<file path="config.mk">
export PLATFORM = sky130hd
export DESIGN_NAME = wildcard_name_matcher_core
export DESIGN_NICKNAME = d
export VERILOG_FILES = /design/src/wnm_pkg.sv /design/src/wnm_csr.sv /design/src/wildcard_name_matcher_core.sv
export VERILOG_INCLUDE_DIRS = /design/src /design/src/src
export SDC_FILE = /design/constraint.sdc
export NUM_CORES = 2
export LEC_CHECK = 0
export BUFFER_PORTS_ARGS = -buffer_cell sky130_fd_sc_hd__buf_2
export CELL_PAD_IN_SITES_DETAIL_PLACEMENT = 0
export CELL_PAD_IN_SITES_GLOBAL_PLACEMENT = 1
export CORE_MARGIN = 2
export CORE_UTILIZATION = 45
export DETAILED_ROUTE_END_ITERATION = 12
export PLACE_DENSITY = 0.7
export SLEW_MARGIN = 20
export SYNTH_ARGS = -nofsm -noshare
export SYNTH_HDL_FRONTEND = slang
export SYNTH_SLANG_ARGS = --single-unit
</file>
<file path="constraint.sdc">
create_clock -name clock -period 9 [get_ports clock]
set_input_delay 1.35 -clock clock [delete_from_list [all_inputs] [get_ports clock]]
set_output_delay 1.35 -clock clock [all_outputs]
set_load 0.02 [all_outputs]
</file>
<file path="src/assert_macros.svh">
// ----------------------------------------------------------------------------
// assertion macros
// shared concurrent assertion forms, clocked on the rising edge
// ----------------------------------------------------------------------------
`ifndef ASSERT_MACROS_SVH
`define ASSERT_MACROS_SVH

// property must hold at every edge outside reset
`define ASSERT_AT(label, clk, rst, prop) \
   label: assert property (@(posedge clk) disable iff (rst) (prop)) \
      else $error("assertion failed");

// condition must never be seen outside reset
`define ASSERT_NEVER(label, clk, rst, cond) \
   label: assert property (@(posedge clk) disable iff (rst) !(cond)) \
      else $error("forbidden condition seen");

`endif

</file>
<file path="src/wnm_pkg.sv">
// ----------------------------------------------------------------------------
// wnm_pkg
// shared types and constants of the wildcard name matcher
// ----------------------------------------------------------------------------
package wnm_pkg;

   localparam int TEXT_MAX_DEF    = 64;
   localparam int PATTERN_MAX_DEF = 32;

   localparam int CSR_ADDR_W = 6;
   localparam int CSR_DATA_W = 64;
   localparam int PAT_LEN_W  = 6;
   localparam int PAT_BITS   = 256;

   localparam logic [7:0] CHAR_NUL    = 8'h00;
   localparam logic [7:0] CHAR_STAR   = 8'h2A;
   localparam logic [7:0] CHAR_QUEST  = 8'h3F;
   localparam logic [7:0] CHAR_BSLASH = 8'h5C;
   localparam logic [7:0] CHAR_UPPER_A = 8'h41;
   localparam logic [7:0] CHAR_UPPER_Z = 8'h5A;
   localparam logic [7:0] CASE_OFFSET  = 8'h20;

   typedef struct packed {
      logic                 enable;
      logic [PAT_LEN_W-1:0] length;
      logic [PAT_BITS-1:0]  chars;
   } pattern_type;

   function automatic logic [7:0] to_lower(input logic [7:0] c);
      logic [7:0] r;
      r = c;
      if (c >= CHAR_UPPER_A && c <= CHAR_UPPER_Z) begin
         r = c + CASE_OFFSET;
      end
      return r;
   endfunction

endpackage

</file>
<file path="src/wnm_csr.sv">
// ----------------------------------------------------------------------------
// wnm_csr
// configuration register file: mask enable, pattern length, pattern chars
// ----------------------------------------------------------------------------
module wnm_csr
   import wnm_pkg::*;
(
   input  logic                  clock,
   input  logic                  reset,
   input  logic                  csr_psel,
   input  logic                  csr_penable,
   input  logic                  csr_pwrite,
   input  logic [CSR_ADDR_W-1:0] csr_paddr,
   input  logic [CSR_DATA_W-1:0] csr_pwdata,
   output logic [CSR_DATA_W-1:0] csr_prdata,
   output logic                  csr_pready,
   output pattern_type           pattern
);

   localparam logic [2:0] REG_MASK_ENABLED   = 3'd0;
   localparam logic [2:0] REG_PATTERN_LENGTH = 3'd1;
   localparam logic [2:0] REG_CHARS_A        = 3'd2;
   localparam logic [2:0] REG_CHARS_B        = 3'd3;
   localparam logic [2:0] REG_CHARS_C        = 3'd4;
   localparam logic [2:0] REG_CHARS_D        = 3'd5;

   logic                  enable_ff, enable_in;
   logic [PAT_LEN_W-1:0]  length_ff, length_in;
   logic [PAT_BITS-1:0]   chars_ff,  chars_in;
   logic [2:0]            reg_index;
   logic                  wr_en;

   assign reg_index  = csr_paddr[5:3];
   assign wr_en      = csr_psel & csr_penable & csr_pwrite;
   assign csr_pready = 1'b1;

   always_comb begin
      enable_in = enable_ff;
      length_in = length_ff;
      chars_in  = chars_ff;
      if (wr_en) begin
         unique case (reg_index)
            REG_MASK_ENABLED:   enable_in = csr_pwdata[0];
            REG_PATTERN_LENGTH: length_in = csr_pwdata[PAT_LEN_W-1:0];
            REG_CHARS_A:        chars_in[63:0]    = csr_pwdata;
            REG_CHARS_B:        chars_in[127:64]  = csr_pwdata;
            REG_CHARS_C:        chars_in[191:128] = csr_pwdata;
            REG_CHARS_D:        chars_in[255:192] = csr_pwdata;
            default: ;
         endcase
      end
   end

   always_ff @(posedge clock) begin
      if (reset) begin
         enable_ff <= 1'b0;
         length_ff <= '0;
         chars_ff  <= '0;
      end else begin
         enable_ff <= enable_in;
         length_ff <= length_in;
         chars_ff  <= chars_in;
      end
   end

   always_comb begin
      unique case (reg_index)
         REG_MASK_ENABLED:   csr_prdata = {{(CSR_DATA_W-1){1'b0}}, enable_ff};
         REG_PATTERN_LENGTH: csr_prdata = {{(CSR_DATA_W-PAT_LEN_W){1'b0}}, length_ff};
         REG_CHARS_A:        csr_prdata = chars_ff[63:0];
         REG_CHARS_B:        csr_prdata = chars_ff[127:64];
         REG_CHARS_C:        csr_prdata = chars_ff[191:128];
         REG_CHARS_D:        csr_prdata = chars_ff[255:192];
         default:            csr_prdata = '0;
      endcase
   end

   assign pattern.enable = enable_ff;
   assign pattern.length = length_ff;
   assign pattern.chars  = chars_ff;

endmodule

</file>
<file path="src/wildcard_name_matcher_core.sv">
// ----------------------------------------------------------------------------
// wildcard_name_matcher_core
// buffers a candidate string and matches it against a wildcard pattern
// ----------------------------------------------------------------------------
// usage:
//   req_* carries one string byte per transaction; bytes load one per cycle
//   into the text memory while idle. a zero byte closes the string and starts a match.
//   rsp_* carries one transaction per string: matched and overflow.
//   csr_* is an apb port holding the pattern; write it only while idle.
// matching:
//   each matcher step reads the text memory in ST_FETCH, then evaluates in
//   ST_EVAL; steps grow with backtracking over the last star. overflow or a
//   disabled mask skips the matcher and goes from ST_IDLE straight to ST_PUT.
//   req_tready is low while a match runs or a result waits in ST_PUT.
// reset:
//   synchronous, clears the pattern registers, the text count and the
//   output valid; the text memory keeps its contents and needs no clearing.
// stalls:
//   a held result does not block loading of the next string; a finished
//   match waits in place until the output register is free.
// ----------------------------------------------------------------------------
`include "assert_macros.svh"

module wildcard_name_matcher_core
   import wnm_pkg::*;
#(
   parameter int TEXT_MAX    = TEXT_MAX_DEF,
   parameter int PATTERN_MAX = PATTERN_MAX_DEF
) (
   input  logic                  clock,
   input  logic                  reset,
   input  logic                  req_tvalid,
   output logic                  req_tready,
   input  logic [7:0]            req_tdata,   // [7:0] text_char
   output logic                  rsp_tvalid,
   input  logic                  rsp_tready,
   output logic [7:0]            rsp_tdata,   // [0] matched, [1] overflow, [7:2] zero
   input  logic                  csr_psel,
   input  logic                  csr_penable,
   input  logic                  csr_pwrite,
   input  logic [CSR_ADDR_W-1:0] csr_paddr,
   input  logic [CSR_DATA_W-1:0] csr_pwdata,
   output logic [CSR_DATA_W-1:0] csr_prdata,
   output logic                  csr_pready
);

   localparam int TW = $clog2(TEXT_MAX + 1);
   localparam int AW = $clog2(TEXT_MAX);
   localparam int PW = $clog2(PATTERN_MAX + 1);

   typedef enum logic [3:0] {
      ST_IDLE  = 4'b0001,
      ST_FETCH = 4'b0010,
      ST_EVAL  = 4'b0100,
      ST_PUT   = 4'b1000
   } state_type;

   function automatic logic [7:0] pat_char(input logic [PAT_BITS-1:0] chars,
                                            input logic [PAT_LEN_W-1:0] lim,
                                            input logic [PW-1:0] idx);
      logic [7:0] c;
      c = CHAR_NUL;
      if (PAT_LEN_W'(idx) < lim) begin
         c = chars[8*int'(5'(idx)) +: 8];
      end
      return c;
   endfunction

   pattern_type pattern;

   state_type      state_ff, state_in;
   logic [TW-1:0]  count_ff, count_in;
   logic           too_long_ff, too_long_in;
   logic [PW-1:0]  pp_ff, pp_in;
   logic [TW-1:0]  tp_ff, tp_in;
   logic [PW-1:0]  spp_ff, spp_in;
   logic [TW-1:0]  stp_ff, stp_in;
   logic           star_seen_ff, star_seen_in;
   logic           aw_ff, aw_in;
   logic           res_match_ff, res_match_in;
   logic           res_ovf_ff, res_ovf_in;
   logic           rsp_valid_ff, rsp_valid_in;
   logic           rsp_match_ff, rsp_ovf_ff;
   logic [7:0]     text_rd_ff;

   logic [7:0]     text_mem [TEXT_MAX];

   logic [PAT_LEN_W-1:0] lim;
   logic [PW-1:0]  pp_plus;
   logic [7:0]     pc, qc, epc, tc;
   logic [PW-1:0]  epp;
   logic           text_left;
   logic           mismatch;
   logic           mem_we;
   logic           rsp_load;

   wnm_csr u_csr (
      .clock       (clock),
      .reset       (reset),
      .csr_psel    (csr_psel),
      .csr_penable (csr_penable),
      .csr_pwrite  (csr_pwrite),
      .csr_paddr   (csr_paddr),
      .csr_pwdata  (csr_pwdata),
      .csr_prdata  (csr_prdata),
      .csr_pready  (csr_pready),
      .pattern     (pattern)
   );

   assign lim = (pattern.length > PAT_LEN_W'(PATTERN_MAX)) ?
                PAT_LEN_W'(PATTERN_MAX) : pattern.length;
   assign pp_plus   = pp_ff + 1'b1;
   assign pc        = pat_char(pattern.chars, lim, pp_ff);
   assign qc        = pat_char(pattern.chars, lim, pp_plus);
   assign epc       = (pc == CHAR_BSLASH) ? qc : pc;
   assign epp       = (pc == CHAR_BSLASH) ? pp_plus : pp_ff;
   assign text_left = tp_ff < count_ff;
   assign tc        = text_left ? text_rd_ff : CHAR_NUL;

   always_comb begin
      state_in     = state_ff;
      count_in     = count_ff;
      too_long_in  = too_long_ff;
      pp_in        = pp_ff;
      tp_in        = tp_ff;
      spp_in       = spp_ff;
      stp_in       = stp_ff;
      star_seen_in = star_seen_ff;
      aw_in        = aw_ff;
      res_match_in = res_match_ff;
      res_ovf_in   = res_ovf_ff;
      mem_we       = 1'b0;
      rsp_load     = 1'b0;
      mismatch     = 1'b0;

      unique case (state_ff)
         ST_IDLE: begin
            if (req_tvalid) begin
               if (req_tdata != CHAR_NUL) begin
                  if (count_ff < TW'(TEXT_MAX)) begin
                     mem_we   = 1'b1;
                     count_in = count_ff + 1'b1;
                  end else begin
                     too_long_in = 1'b1;
                  end
               end else if (too_long_ff) begin
                  res_match_in = 1'b0;
                  res_ovf_in   = 1'b1;
                  state_in     = ST_PUT;
               end else if (!pattern.enable) begin
                  res_match_in = 1'b1;
                  res_ovf_in   = 1'b0;
                  state_in     = ST_PUT;
               end else begin
                  res_ovf_in   = 1'b0;
                  pp_in        = '0;
                  tp_in        = '0;
                  spp_in       = '0;
                  stp_in       = '0;
                  star_seen_in = 1'b0;
                  aw_in        = 1'b0;
                  state_in     = ST_FETCH;
               end
            end
         end
         ST_FETCH: begin
            state_in = ST_EVAL;
         end
         ST_EVAL: begin
            if (pc == CHAR_STAR) begin
               pp_in        = pp_plus;
               spp_in       = pp_plus;
               stp_in       = tp_ff;
               star_seen_in = 1'b1;
               aw_in        = 1'b1;
               state_in     = ST_FETCH;
            end else if (pc == CHAR_QUEST) begin
               pp_in = pp_plus;
               if (!text_left) begin
                  res_match_in = 1'b0;
                  state_in     = ST_PUT;
               end else begin
                  tp_in    = tp_ff + 1'b1;
                  state_in = ST_FETCH;
               end
            end else if (pc == CHAR_BSLASH && qc == CHAR_NUL) begin
               res_match_in = 1'b0;
               state_in     = ST_PUT;
            end else begin
               if (epc == CHAR_NUL) begin
                  if (!text_left || aw_ff) begin
                     res_match_in = 1'b1;
                     state_in     = ST_PUT;
                  end else begin
                     mismatch = 1'b1;
                  end
               end else begin
                  aw_in = 1'b0;
                  if (to_lower(epc) != to_lower(tc)) begin
                     mismatch = 1'b1;
                  end else begin
                     pp_in    = epp + 1'b1;
                     tp_in    = tp_ff + 1'b1;
                     state_in = ST_FETCH;
                  end
               end
               if (mismatch) begin
                  if (!text_left || !star_seen_ff) begin
                     res_match_in = 1'b0;
                     state_in     = ST_PUT;
                  end else begin
                     pp_in    = spp_ff;
                     stp_in   = stp_ff + 1'b1;
                     tp_in    = stp_ff + 1'b1;
                     state_in = ST_FETCH;
                  end
               end
            end
         end
         ST_PUT: begin
            if (!rsp_valid_ff || rsp_tready) begin
               rsp_load    = 1'b1;
               count_in    = '0;
               too_long_in = 1'b0;
               state_in    = ST_IDLE;
            end
         end
         default: begin
            state_in = ST_IDLE;
         end
      endcase

      if (rsp_load) begin
         rsp_valid_in = 1'b1;
      end else if (rsp_tready) begin
         rsp_valid_in = 1'b0;
      end else begin
         rsp_valid_in = rsp_valid_ff;
      end
   end

   always_ff @(posedge clock) begin
      if (reset) begin
         state_ff     <= ST_IDLE;
         count_ff     <= '0;
         too_long_ff  <= 1'b0;
         pp_ff        <= '0;
         tp_ff        <= '0;
         spp_ff       <= '0;
         stp_ff       <= '0;
         star_seen_ff <= 1'b0;
         aw_ff        <= 1'b0;
         rsp_valid_ff <= 1'b0;
      end else begin
         state_ff     <= state_in;
         count_ff     <= count_in;
         too_long_ff  <= too_long_in;
         pp_ff        <= pp_in;
         tp_ff        <= tp_in;
         spp_ff       <= spp_in;
         stp_ff       <= stp_in;
         star_seen_ff <= star_seen_in;
         aw_ff        <= aw_in;
         rsp_valid_ff <= rsp_valid_in;
      end
   end

   always_ff @(posedge clock) begin
      res_match_ff <= res_match_in;
      res_ovf_ff   <= res_ovf_in;
      if (rsp_load) begin
         rsp_match_ff <= res_match_ff;
         rsp_ovf_ff   <= res_ovf_ff;
      end
   end

   // text memory, one write port and one registered read port
   always_ff @(posedge clock) begin
      if (mem_we) begin
         text_mem[count_ff[AW-1:0]] <= req_tdata;
      end
      if (state_ff == ST_FETCH) begin
         text_rd_ff <= text_mem[tp_ff[AW-1:0]];
      end
   end

   assign req_tready = (state_ff == ST_IDLE);
   assign rsp_tvalid = rsp_valid_ff;
   assign rsp_tdata  = {6'b000000, rsp_ovf_ff, rsp_match_ff};

   `ASSERT_AT(a_text_pos_bound, clock, reset, (state_ff == ST_EVAL) |-> (tp_ff <= count_ff))
   `ASSERT_AT(a_too_long_full, clock, reset, too_long_ff |-> (count_ff == TW'(TEXT_MAX)))
   `ASSERT_NEVER(a_star_clear, clock, reset,
      (state_ff == ST_EVAL) && !star_seen_ff && (stp_ff != '0 || spp_ff != '0))

endmodule
</file>
==> results.json <==
{
  "clock_skew_ps": 32.7,
  "core_mm2": 0.0868,
  "dp_hpwl_um": 82400,
  "layout.filler_cells": 7505,
  "track_usage_pct": 27.4,
  "clk_latency_ps": 670,
  "rows": 108,
  "post-route-period-util_pct": 77.9,
  "fin_crit_ps": 7010,
  "yosys.area.top_type": "edfxtp_1",
  "io-pin-count": 160,
  "antenna_found_initial": 7,
  "dp.cells": 4275,
  "post_drt_wl_per_cell_um": 28.2,
  "final.setup.tns_ps": 0,
  "overflow": 0,
  "total_power_mw": 7.94,
  "async_flop_share_pct": 0,
  "ys.flop_type": "edfxtp_1",
  "max-cap-violations": 0,
  "final_max_slew_viol_count": 0,
  "dp_slack_ps": 2140,
  "hold_viol": 0,
  "synth_top_area_share_pct": 39.9,
  "yosysWarnings": 0,
  "ys_types": 88,
  "grt_max_degree": 115,
  "postCtsResizedCells": 0,
  "power_leakage_nw": 13.9,
  "die_y_um": 300,
  "area_delta_synth_final_pct": 11.3,
  "syn_area_mm2": 0.0394,
  "drt-initial-drc-count": 2881,
  "postRouteAntennaNets": 0,
  "synthTopCellsByCount": "619 x nand2_1, 524 x edfxtp_1, 309 x a21oi_1",
  "cts_buffer_depth": 3,
  "fin_ws_ps": 1990,
  "synth_seq_area_share_pct": 55.4,
  "max_slew_margin_pct": 20.1,
  "grt_pass1_wl_um": 182000,
  "initial_core_util_pct": 45.4,
  "vias": 27300,
  "cp.required_ps": 9560,
  "cts_made_buffers": 88,
  "finalWirelength_um": 125000,
  "seq_area_mm2": 0.0218,
  "critPathMaxStageDelay_ps": 820,
  "syn_avg_cell_area_um2": 12.5,
  "grt_setup_unrepaired": "false",
  "cts_tree": "done",
  "die-area_mm2": 0.0900,
  "worst_pin_slew_ps": 1200,
  "cts-root-buf": "clkbuf_16",
  "max_freq_ghz": 0.143,
  "min_path_type": "reg2reg",
  "timing.setup.critical_path_class": "reg2reg",
  "cp_num_buf_inv": 3,
  "multi_input_area_mm2": 0.0165,
  "synth_area_leaders": "edfxtp_1 40%, dfxtp_1 15%, mux4_2 15%",
  "end_kind": "flop",
  "cp_top_family": "simple AND/OR/NAND/NOR gates",
  "vias_per_cell": 6.15,
  "htree_levels": 3,
  "clk_pin_slew_ps": 60,
  "utilization_pct": 50.6,
  "netlist_instances": 3155,
  "drc": 0,
  "critPathMaxFanout": 53,
  "gp_congestion": 0.935,
  "synth_edf_count": 524,
  "critPathSlowestCell": "dfxtp_4",
  "worstPathCellList": "buf_4 -> nor2_1 -> a22oi_1 -> a21oi_1 -> nor4_2 -> and3_1 -> a41o_1 -> inv_2 -> ha_1 -> inv_1 -> a31o_2 -> mux2i_1 -> or4_4 -> a2111oi_4 -> o21a_4 -> nand2b_1 -> o21a_1 -> mux2_1",
  "io_buffers": 149,
  "synth_seq_cells": 828,
  "instances_no_fill": 4438,
  "setup_viol": 0,
  "pwr_density_cell_mw_per_mm2": 181,
  "start_kind": "flop",
  "arrival_ps": 7570,
  "cts_setup_buffers": 0,
  "status": "finished clean",
  "yosysMostFrequentCell": "nand2_1",
  "irDropWorstVdd_mv": 0.187,
  "grt_pass1_vias": 26900,
  "die-width_um": 300,
  "drive_gt1_share_pct": 19.8,
  "cts.sinks": 828,
  "cts_hold_buf": 0,
  "drt_first_pass_iters": 6,
  "fin_nets": 3318
}
placed cells by master, fill, tap and decap left out, types with 16 or more instances in the layout:
cell,netlist,routed
buf_4,18,51
ha_1,23,22
clkbuf_16,0,91
mux2i_1,234,234
a22oi_1,50,50
nor2_1,131,129
buf_2,30,147
nor3_1,22,19
mux4_2,260,260
nor2b_1,17,17
o22ai_1,67,67
inv_1,16,16
o21ai_0,19,19
a21oi_1,309,309
nand3_1,43,43
nand2b_1,26,24
edfxtp_1,524,524
nand2_1,619,619
clkbuf_1,151,24
clkbuf_8,0,16
dfxtp_1,304,298
cells by family after synthesis:
kind of cell,synth area share [%]
and+or+nand+nor,10.3
DFF,55.4
AOI/OAI and AO/OA,8.84
muxes,21.2
buffers and inverters,3.08
adders and majority gates,0.730
xor gates and xnor gates,0.514
other,0.0191
where the power goes:
part | total, mW | switching (mW) | leakage [nW] | internal, mW
sequential | 4.06 | 0.0150 | 7.16 | 4.05
combinational | 0.254 | 0.186 | 5.33 | 0.0684
clock | 3.62 | 1.54 | 1.42 | 2.08
total | 7.94 | 1.74 | 13.9 | 6.19
layer usage:
metal	share of wire (%)	vias to the layer above	track usage (%)	routed length [um]
li1	-	12000	-	-
met1	38	13900	33.5	47800
met2	50	1081	46.9	62600
met3	5.4	269	3.50	6800
met4	6.3	2	15.9	7830
met5	0.011	-	0	14
area by class of cell:
class                           instances  share of cell area (%)
Timing Repair Buffer                  201                    2.63
Antenna cell                            3                  0.0171
Sequential cell                       828                    49.8
Clock buffer                          130                    5.86
Multi-Input combinational cell       2073                    37.5
Tap cell                             1155                    3.29
Clock inverter                         30                   0.747
Inverter                               18                   0.154
state kept, by name, indices dropped and copies added (netlist names), 4 cells and up:
signal           cells
state_ff             4
count_ff             7
pp_ff                6
tp_ff                7
text_mem           512
stp_ff               7
u_csr.length_ff      6
u_csr.chars_ff     256
spp_ff               6
text_rd_ff           8
path summary, 6_finish.rpt:
| path | startpoint | endpoint | slack, ps | cells after the start |
|---|---|---|---|---|
| max | pp_ff[0] | stp_ff[1] | 1990 | 18 |
| min | res_ovf_ff | rsp_ovf_ff | 440 | 0 |
| max reg2reg | pp_ff[0] | stp_ff[1] | 1990 | 18 |
| min reg2reg | res_ovf_ff | rsp_ovf_ff | 440 | 0 |
metrics by stage:
| stage | hold slack, ps | instance area, um^2 |
|---|---|---|
| floorplan | 400 | 39400 |
| global placement | 411 | 41000 |
| detailed placement | 426 | 41000 |
| CTS | 441 | 43900 |
| global route | 461 | 43900 |
| finish | 441 | 43900 |
(Power assumes the default switching activity.)
